===== src/rtl/core/sorted_keyed_table_defines.svh =====
// ----------------------------------------------------------------------------
// sorted_keyed_table assertion macros
// Shared concurrent assertion forms, all disabled while reset is high.
// ----------------------------------------------------------------------------
`ifndef SORTED_KEYED_TABLE_DEFINES_SVH
`define SORTED_KEYED_TABLE_DEFINES_SVH

// Condition holds at every clock edge out of reset.
`define SKT_ASSERT_ALWAYS(label, clk, rst, cond, msg) \
   label: assert property (@(posedge clk) disable iff (rst) (cond)) else $error(msg);

// Antecedent implies consequent in the same cycle.
`define SKT_ASSERT_IMPL(label, clk, rst, ante, cons, msg) \
   label: assert property (@(posedge clk) disable iff (rst) (ante) |-> (cons)) \
      else $error(msg);

// Antecedent implies consequent in the next cycle.
`define SKT_ASSERT_NEXT(label, clk, rst, ante, cons, msg) \
   label: assert property (@(posedge clk) disable iff (rst) (ante) |=> (cons)) \
      else $error(msg);

`endif


===== src/rtl/core/skt_pkg.sv =====
// ----------------------------------------------------------------------------
// skt_pkg
// Types and codes shared by the sorted keyed table and its cells.
// ----------------------------------------------------------------------------
package skt_pkg;

   localparam int YEAR_BITS   = 16;
   localparam int STATUS_BITS = 2;

   typedef enum logic {
      FUNC_INSERT = 1'b0,
      FUNC_REMOVE = 1'b1
   } func_type;

   typedef enum logic [STATUS_BITS-1:0] {
      STATUS_DONE      = 2'd0,
      STATUS_NOT_FOUND = 2'd1,
      STATUS_FULL      = 2'd2
   } status_type;

   // Broadcast to every cell in the row.
   typedef struct packed {
      logic                 insert;
      logic                 remove;
      logic [YEAR_BITS-1:0] key;
   } cell_ctrl_type;

endpackage


===== src/rtl/core/skt_cell.sv =====
// ----------------------------------------------------------------------------
// skt_cell
// One table slot: compares its key with the broadcast key and either holds,
// takes the new entry, takes its left neighbor (insert) or its right
// neighbor (remove).
// ----------------------------------------------------------------------------
module skt_cell #(
   parameter int PAYLOAD_BITS = 32
) (
   input  logic                              clock,
   input  logic                              reset,
   input  skt_pkg::cell_ctrl_type            ctrl,
   input  logic [PAYLOAD_BITS-1:0]           new_flow,
   input  logic                              left_lt,
   input  logic                              left_used,
   input  logic [skt_pkg::YEAR_BITS-1:0]     left_year,
   input  logic [PAYLOAD_BITS-1:0]           left_flow,
   input  logic                              right_used,
   input  logic [skt_pkg::YEAR_BITS-1:0]     right_year,
   input  logic [PAYLOAD_BITS-1:0]           right_flow,
   output logic                              lt,
   output logic                              match,
   output logic                              used,
   output logic [skt_pkg::YEAR_BITS-1:0]     year,
   output logic [PAYLOAD_BITS-1:0]           flow
);
   import skt_pkg::*;

   logic                    used_ff, used_in;
   logic [YEAR_BITS-1:0]    year_ff, year_in;
   logic [PAYLOAD_BITS-1:0] flow_ff, flow_in;

   assign lt    = used_ff && (year_ff < ctrl.key);
   assign match = used_ff && (year_ff == ctrl.key);

   always_comb begin
      used_in = used_ff;
      year_in = year_ff;
      flow_in = flow_ff;
      if (!lt) begin
         if (ctrl.insert) begin
            // first slot at or after the key takes the new entry, the rest shift up
            if (left_lt) begin
               used_in = 1'b1;
               year_in = ctrl.key;
               flow_in = new_flow;
            end else begin
               used_in = left_used;
               year_in = left_year;
               flow_in = left_flow;
            end
         end else if (ctrl.remove) begin
            used_in = right_used;
            year_in = right_year;
            flow_in = right_flow;
         end
      end
   end

   always_ff @(posedge clock) begin
      if (reset) begin
         used_ff <= 1'b0;
      end else begin
         used_ff <= used_in;
      end
      year_ff <= year_in;
      flow_ff <= flow_in;
   end

   assign used = used_ff;
   assign year = year_ff;
   assign flow = flow_ff;

endmodule


===== config.mk =====
export PLATFORM = sky130hd
export DESIGN_NAME = skt_cell
export DESIGN_NICKNAME = d
export VERILOG_FILES = /design/src/rtl/core/sorted_keyed_table_defines.svh /design/src/rtl/core/skt_pkg.sv /design/src/rtl/core/skt_cell.sv
export SDC_FILE = /design/constraint.sdc
export NUM_CORES = 1
export LEC_CHECK = 0
export ABC_AREA = 1
export BUFFER_PORTS_ARGS = -buffer_cell sky130_fd_sc_hd__buf_4
export CORE_UTILIZATION = 43
export CTS_BUF_LIST = sky130_fd_sc_hd__clkbuf_8
export DETAILED_ROUTE_END_ITERATION = 7
export PLACE_DENSITY_LB_ADDON = 0.15
export SYNTH_ARGS = -nofsm -noshare
export SYNTH_HDL_FRONTEND = slang
export SYNTH_SLANG_ARGS = --single-unit

===== constraint.sdc =====
create_clock -name clock -period 3.42 [get_ports clock]
set_input_delay 0.513 -clock clock [delete_from_list [all_inputs] [get_ports clock]]
set_output_delay 0.513 -clock clock [all_outputs]
set_load 0.03 [all_outputs]

======== Yosys cells after proc, flatten, opt, wreduce, memory -nomap -nowiden ========
Index checks and enable logic that the tools add are counted.
Widths: inputs -> output; s select.
word-level totals
  output and inout port bits .............. 51
  bits in writable memories ............... 0
  memories ................................ 0
  bits in read-only memories .............. 0
  latch bits .............................. 0
  bits in registers ....................... 49
operators by class
  shift operators ......................... 0
  div/mod/pow operators ................... 0
  multipliers ............................. 0
  mux-type cells .......................... 9
  eq/ne operators ......................... 1
  $add $sub $neg .......................... 0
  reduce and logical (&&, ||, !) cells .... 4
  bitwise logic cells ..................... 1
  $lt $le $gt $ge ......................... 1
operator list
  kind               count
  $mux 32            3
  $mux 16            3
  $eq 16x16->1       1
  $lt 16x16->1       1
  $mux 1             3
  $logic_and 1x1->1  2
  $reduce_and 2->1   1
  $reduce_bool 2->1  1
  $not 1->1          1

======== Depth between registers and ports, before layout ========
  depth after elaboration ................. 4
  mapped depth ............................ 14

======== Worst setup path before layout ========
Ideal clock, no wire load.
  path type ............................... register -> register
  start ................................... register year_ff[15], in the netlist year[15]
  end ..................................... register flow_ff[0], in the netlist flow[0], enable pin
  stages on the path, launching flop included .. 10
  setup slack ............................. 343 ps
  buffers on the path ..................... 0
  arrival ................................. 2662 ps
  path through ............................ edfxtp_1 > ha_1 > nand2_1 > nor2_2 > nand2_1 > clkinv_1 > nand2_1 > nand2_2 > inv_2 > nor2_2
between the ends
  word-level cells in the longest chain between the ends .. 4
ends and longest elaborated chain
  element                     RTL line        text
  start, declared             skt_cell.sv:30  logic [YEAR_BITS-1:0] year_ff, year_in;
  start signal, assigned      skt_cell.sv:66  year_ff <= year_in;
  $lt 16x16->1                skt_cell.sv:33  assign lt = used_ff && (year_ff < ctrl.key);
  $logic_and 1x1->1           skt_cell.sv:33
  via lt                      skt_cell.sv:21  output logic lt,
  $not 1->1 (no line)         n/a
  $reduce_and 2->1 (no line)  n/a
  end signal, assigned        skt_cell.sv:67  flow_ff <= flow_in;
  end, declared               skt_cell.sv:31  logic [PAYLOAD_BITS-1:0] flow_ff, flow_in;
The timed path passes the listed nets, and every way through them passes these cells.
A chain may end at the register's enable or synchronous reset.

======== Final worst setup path ========
  start ................................... register year_ff[15], in the netlist year[15]
  end ..................................... output lt
between the ends
  word-level cells in the longest chain between the ends .. 2
ends and longest elaborated chain
  element            RTL line
  $lt 16x16->1       skt_cell.sv:33
  $logic_and 1x1->1  skt_cell.sv:33
  end, declared      skt_cell.sv:21
Every way passes these cells.

==> summary.md <==
The flow ran to the end, but the final reports show violations. The final reports fail on DRC. Hold timing on the final database bottoms out at a slack of 0.449 ns. The placed wire-length estimate after detailed placement is 6.37 mm. The clock-pin slew reported for the worst setup and hold paths after clock tree synthesis came out at 0.09 ns. In this run, synthesis inferred 48 flip-flops with an integrated enable. The tools report the count of TritonRoute iterations in the first routing pass as 7. For this run, global-route usage on met1 was measured as 25.4%. After detailed routing, the number of vias per cell comes to 4.99. Distinct cell type count of the synthesized netlist: 23. The count of input and output buffers was 201; the final worst slack was 1.14 ns. The die covers 7200 um2. For the worst setup path, the data required time is 2.91 ns. The final max-slew violation count was 0; the wire length of the first global-routing pass was 13.0 mm. The CTS buffer count was 5; the total nets after synthesis was 519. For the number of setup violations in the final report, the log shows 0.

OpenSTA, run right after detailed placement, puts the worst setup slack at 1.18 ns. The Yosys warning count is 0, and the post-synthesis average cell area is 8.38 um2. The tools report the number of antenna-violating nets in the routed design as 0. Entering global routing, the biggest net connects 63 pins. Number of maximum-capacitance violations: 0.

Ranked by total cell area, the synthesized netlist is headed by edfxtp_1 49%, nand2_1 15%, a31oi_1 10%, ha_1 6.8%, nor2_1 6.7%. In this run, synthesis produced a sequential element count of 49. Traced cell by cell, the critical path runs through ha_1 > nand2_1 > inv_2 > nor3_2 > nand2_1 > a21oi_2 > nand2_2 > inv_2 > buf_4.

Dividing total power by cell area gives a power density of 409 nW/um2. The logs give 0.439 GHz for the top achievable clock speed and 709 for the layout net count. Combinational logic burns 32.9% of the power.

For the portion of total power attributed to sequential cells, the log shows 41.6%. Post-CTS timing repair inserted 0 buffers for setup. Cells fill 70.7% of the core in the end. The logs give 202 for the count of boundary I/O pins and 2 for the buffer depth of the longest clock path. Of all flip-flops after synthesis, the portion carrying an async set or reset was 0%. The post-route minimum period works out to 2.28 ns. Summing all multi-input logic gate instances after layout gives 1260 um2. The fraction of the cycle the final worst path needs is 66.6%, and the number of inserted diodes is 0. VDD sags by at most 0.221 mV. Of the synthesized area, sequential elements account for 49.5%.

Kind of start point of the critical path: a flop. In this run the cell area of the synthesized design comes to 2950 um2. CTS saw 49 sinks. The area growth from synthesis to layout is 55.6%.

For the starting density of the core, the log shows 45.4%. Summed over all nets, the switching power comes to 0.565 mW. Internal power comes to 1.31 mW. CTS built an H-tree with a depth of 2. The placed instances occupy a cell area of 4460 um2. In the final routed layout, each cell accounts on average for 13.3 um.

Registers take 1460 um2. The design draws 1.88 mW. The run gives 0.29 ns as the clock latency at the later pin of the worst-skew pair. The path class of the tightest hold or removal check is in -> reg. The number of global-route vias before repair was 2968; the peak fanout along the critical path was 3. The tools report the type of element capturing the critical path as an output pin. The max-slew headroom at the worst pin is 43.3%. Counting tap cells, the placed design contains a total of 612 instances.

Synthesis produced 352 cells. The number of hold violations in the final report is 0, and the non-filler instance count after layout is 620. The class of the most critical setup path was reg -> out.

The share of synthesized area in the top cell type comes to 48.9%. The total area inside the core boundary comes to 6490 um2. Global-route met3 utilization: 5.64%.

In the synthesized netlist, the cells that appear most often are 120 x nand2_1, 53 x nor2_1, 48 x a31oi_1, 48 x edfxtp_1, 23 x inv_1. The detailed router finished its first iteration with 123 violations. The floorplan step set the die height to 84.8 um. Broken down by cell family, the worst path's largest delay share belongs to flip-flops. After clock tree synthesis, the repair step resized 0 gates.

Yosys instantiated no cell more often than nand2_1. Of the total power, the share spent switching nets is 30.1%. The number of buffers added to fix hold violations after cts was 0; the delay of the slowest cell on the worst path was 0.40 ns. After global routing, the most crowded layer is met2. The overall overflow remaining after global route is 0, and the die span in x is 84.8 um. TritonCTS built the clock tree.

The routed design has 8.25 mm of wire. Once layout is done, the placed cells without fillers occupy 4590 um2. The number of vias after detailed routing was 3092. In this run the clock root is driven by a clkbuf_8. The floorplan has 29 rows.

The static leakage was 2.25 nW. Among all flip-flop cells after synthesis, the most frequent one is edfxtp_1. The congestion estimate from routability-driven global placement came to 0.811.

The run gives 0 as the number of antenna violations at the first check in global routing. Together, buffers and inverters on the worst path number 3. The largest individual stage delay along the critical path comes from the cell edfxtp_1. The run gives 25.6% as the relative contribution of the clock network to total power. The share of cells above drive strength 1 was 41.1%. For the final database, setup skew stands at 0.00584 ns. Data arrives at the worst endpoint at 1.76 ns.

Setup repair after global routing left no endpoint under its margin. Global routing used 42.5% of the available met2 tracks. Counting the fill cells in the layout gives 512. The tools report the remaining design rule violation count as 10.

The synthesized design spends more area on one cell type than any other, namely edfxtp_1. The slew at the pin with the worst max-slew slack came out at 0.850 ns. In the final timing run, aggregate negative setup slack is 0 ns. In the global route stage, overall resource usage came out at 22.8%.
## final timing paths
path | start | to | slack (ns) | cells past startpoint
worst max-delay path | year[15]$_DFFE_PP_ | lt | 1.14 | 9
worst min-delay path | reset | used$_SDFFE_PP0P_ | 0.45 | 4
worst max register to register | year[15]$_DFFE_PP_ | flow[11]$_DFFE_PP_ | 1.43 | 10
worst min register to register | used$_SDFFE_PP0P_ | used$_SDFFE_PP0P_ | 0.64 | 4
## flip-flops by register name, summed over array words and instances (netlist names)
register  count
flow         32
used          1
year         16
## kinds of logic after synthesis
| family | share of synthesized area (%) |
|---|---|
| buffers and inverters | 8.02 |
| AND/OR/NAND/NOR | 24.0 |
| adder cells (fa/ha/maj) | 6.79 |
| flip-flops | 49.5 |
| AO/OA/AOI/OAI | 11.6 |
## cells in the final DEF, fill, tap and decap left out, types with 3 or more instances in the layout
cell      count
buf_4       204
nor2_1       53
clkbuf_8      5
a21oi_1       4
inv_2         5
nand2_1     120
nand3_1       3
edfxtp_1     48
a31oi_1      48
ha_1         16
inv_1        23
## metal layers
layer  vias to the layer above  routed length (um)  part of all wire, %
li1                       1566                   -                    -
met1                      1378                3010                   36
met2                       130                4330                   53
met3                        18                 712                  8.6
met4                         0                 191                  2.3
met5                         -                   0                    0
## area by class of cell
type / instances / share of cell area [%]
Timing Repair Buffer: 204 / 33.4
Sequential cell: 49 / 31.8
Multi-Input combinational cell: 253 / 27.4
Inverter: 29 / 2.37
Tap cell: 77 / 2.10
Clock buffer: 5 / 1.50
Clock inverter: 3 / 1.42
## tightest hold or removal path: stages
cell and delay (ns):
buf_4 0.08, a21oi_1 0.03, nand2_1 0.05, inv_1 0.03
## power groups by stage
stage          logic, mW  registers (mW)  clock network [mW]
2_1_floorplan      0.190           0.940                   0
3_3_place_gp       0.609           0.792                   0
3_5_place_dp       0.622           0.795                   0
4_1_cts            0.624           0.782               0.490
5_1_grt            0.670           0.788               0.506
6_report           0.618           0.781               0.481
Note: power is estimated with default switching activity, not from simulation.
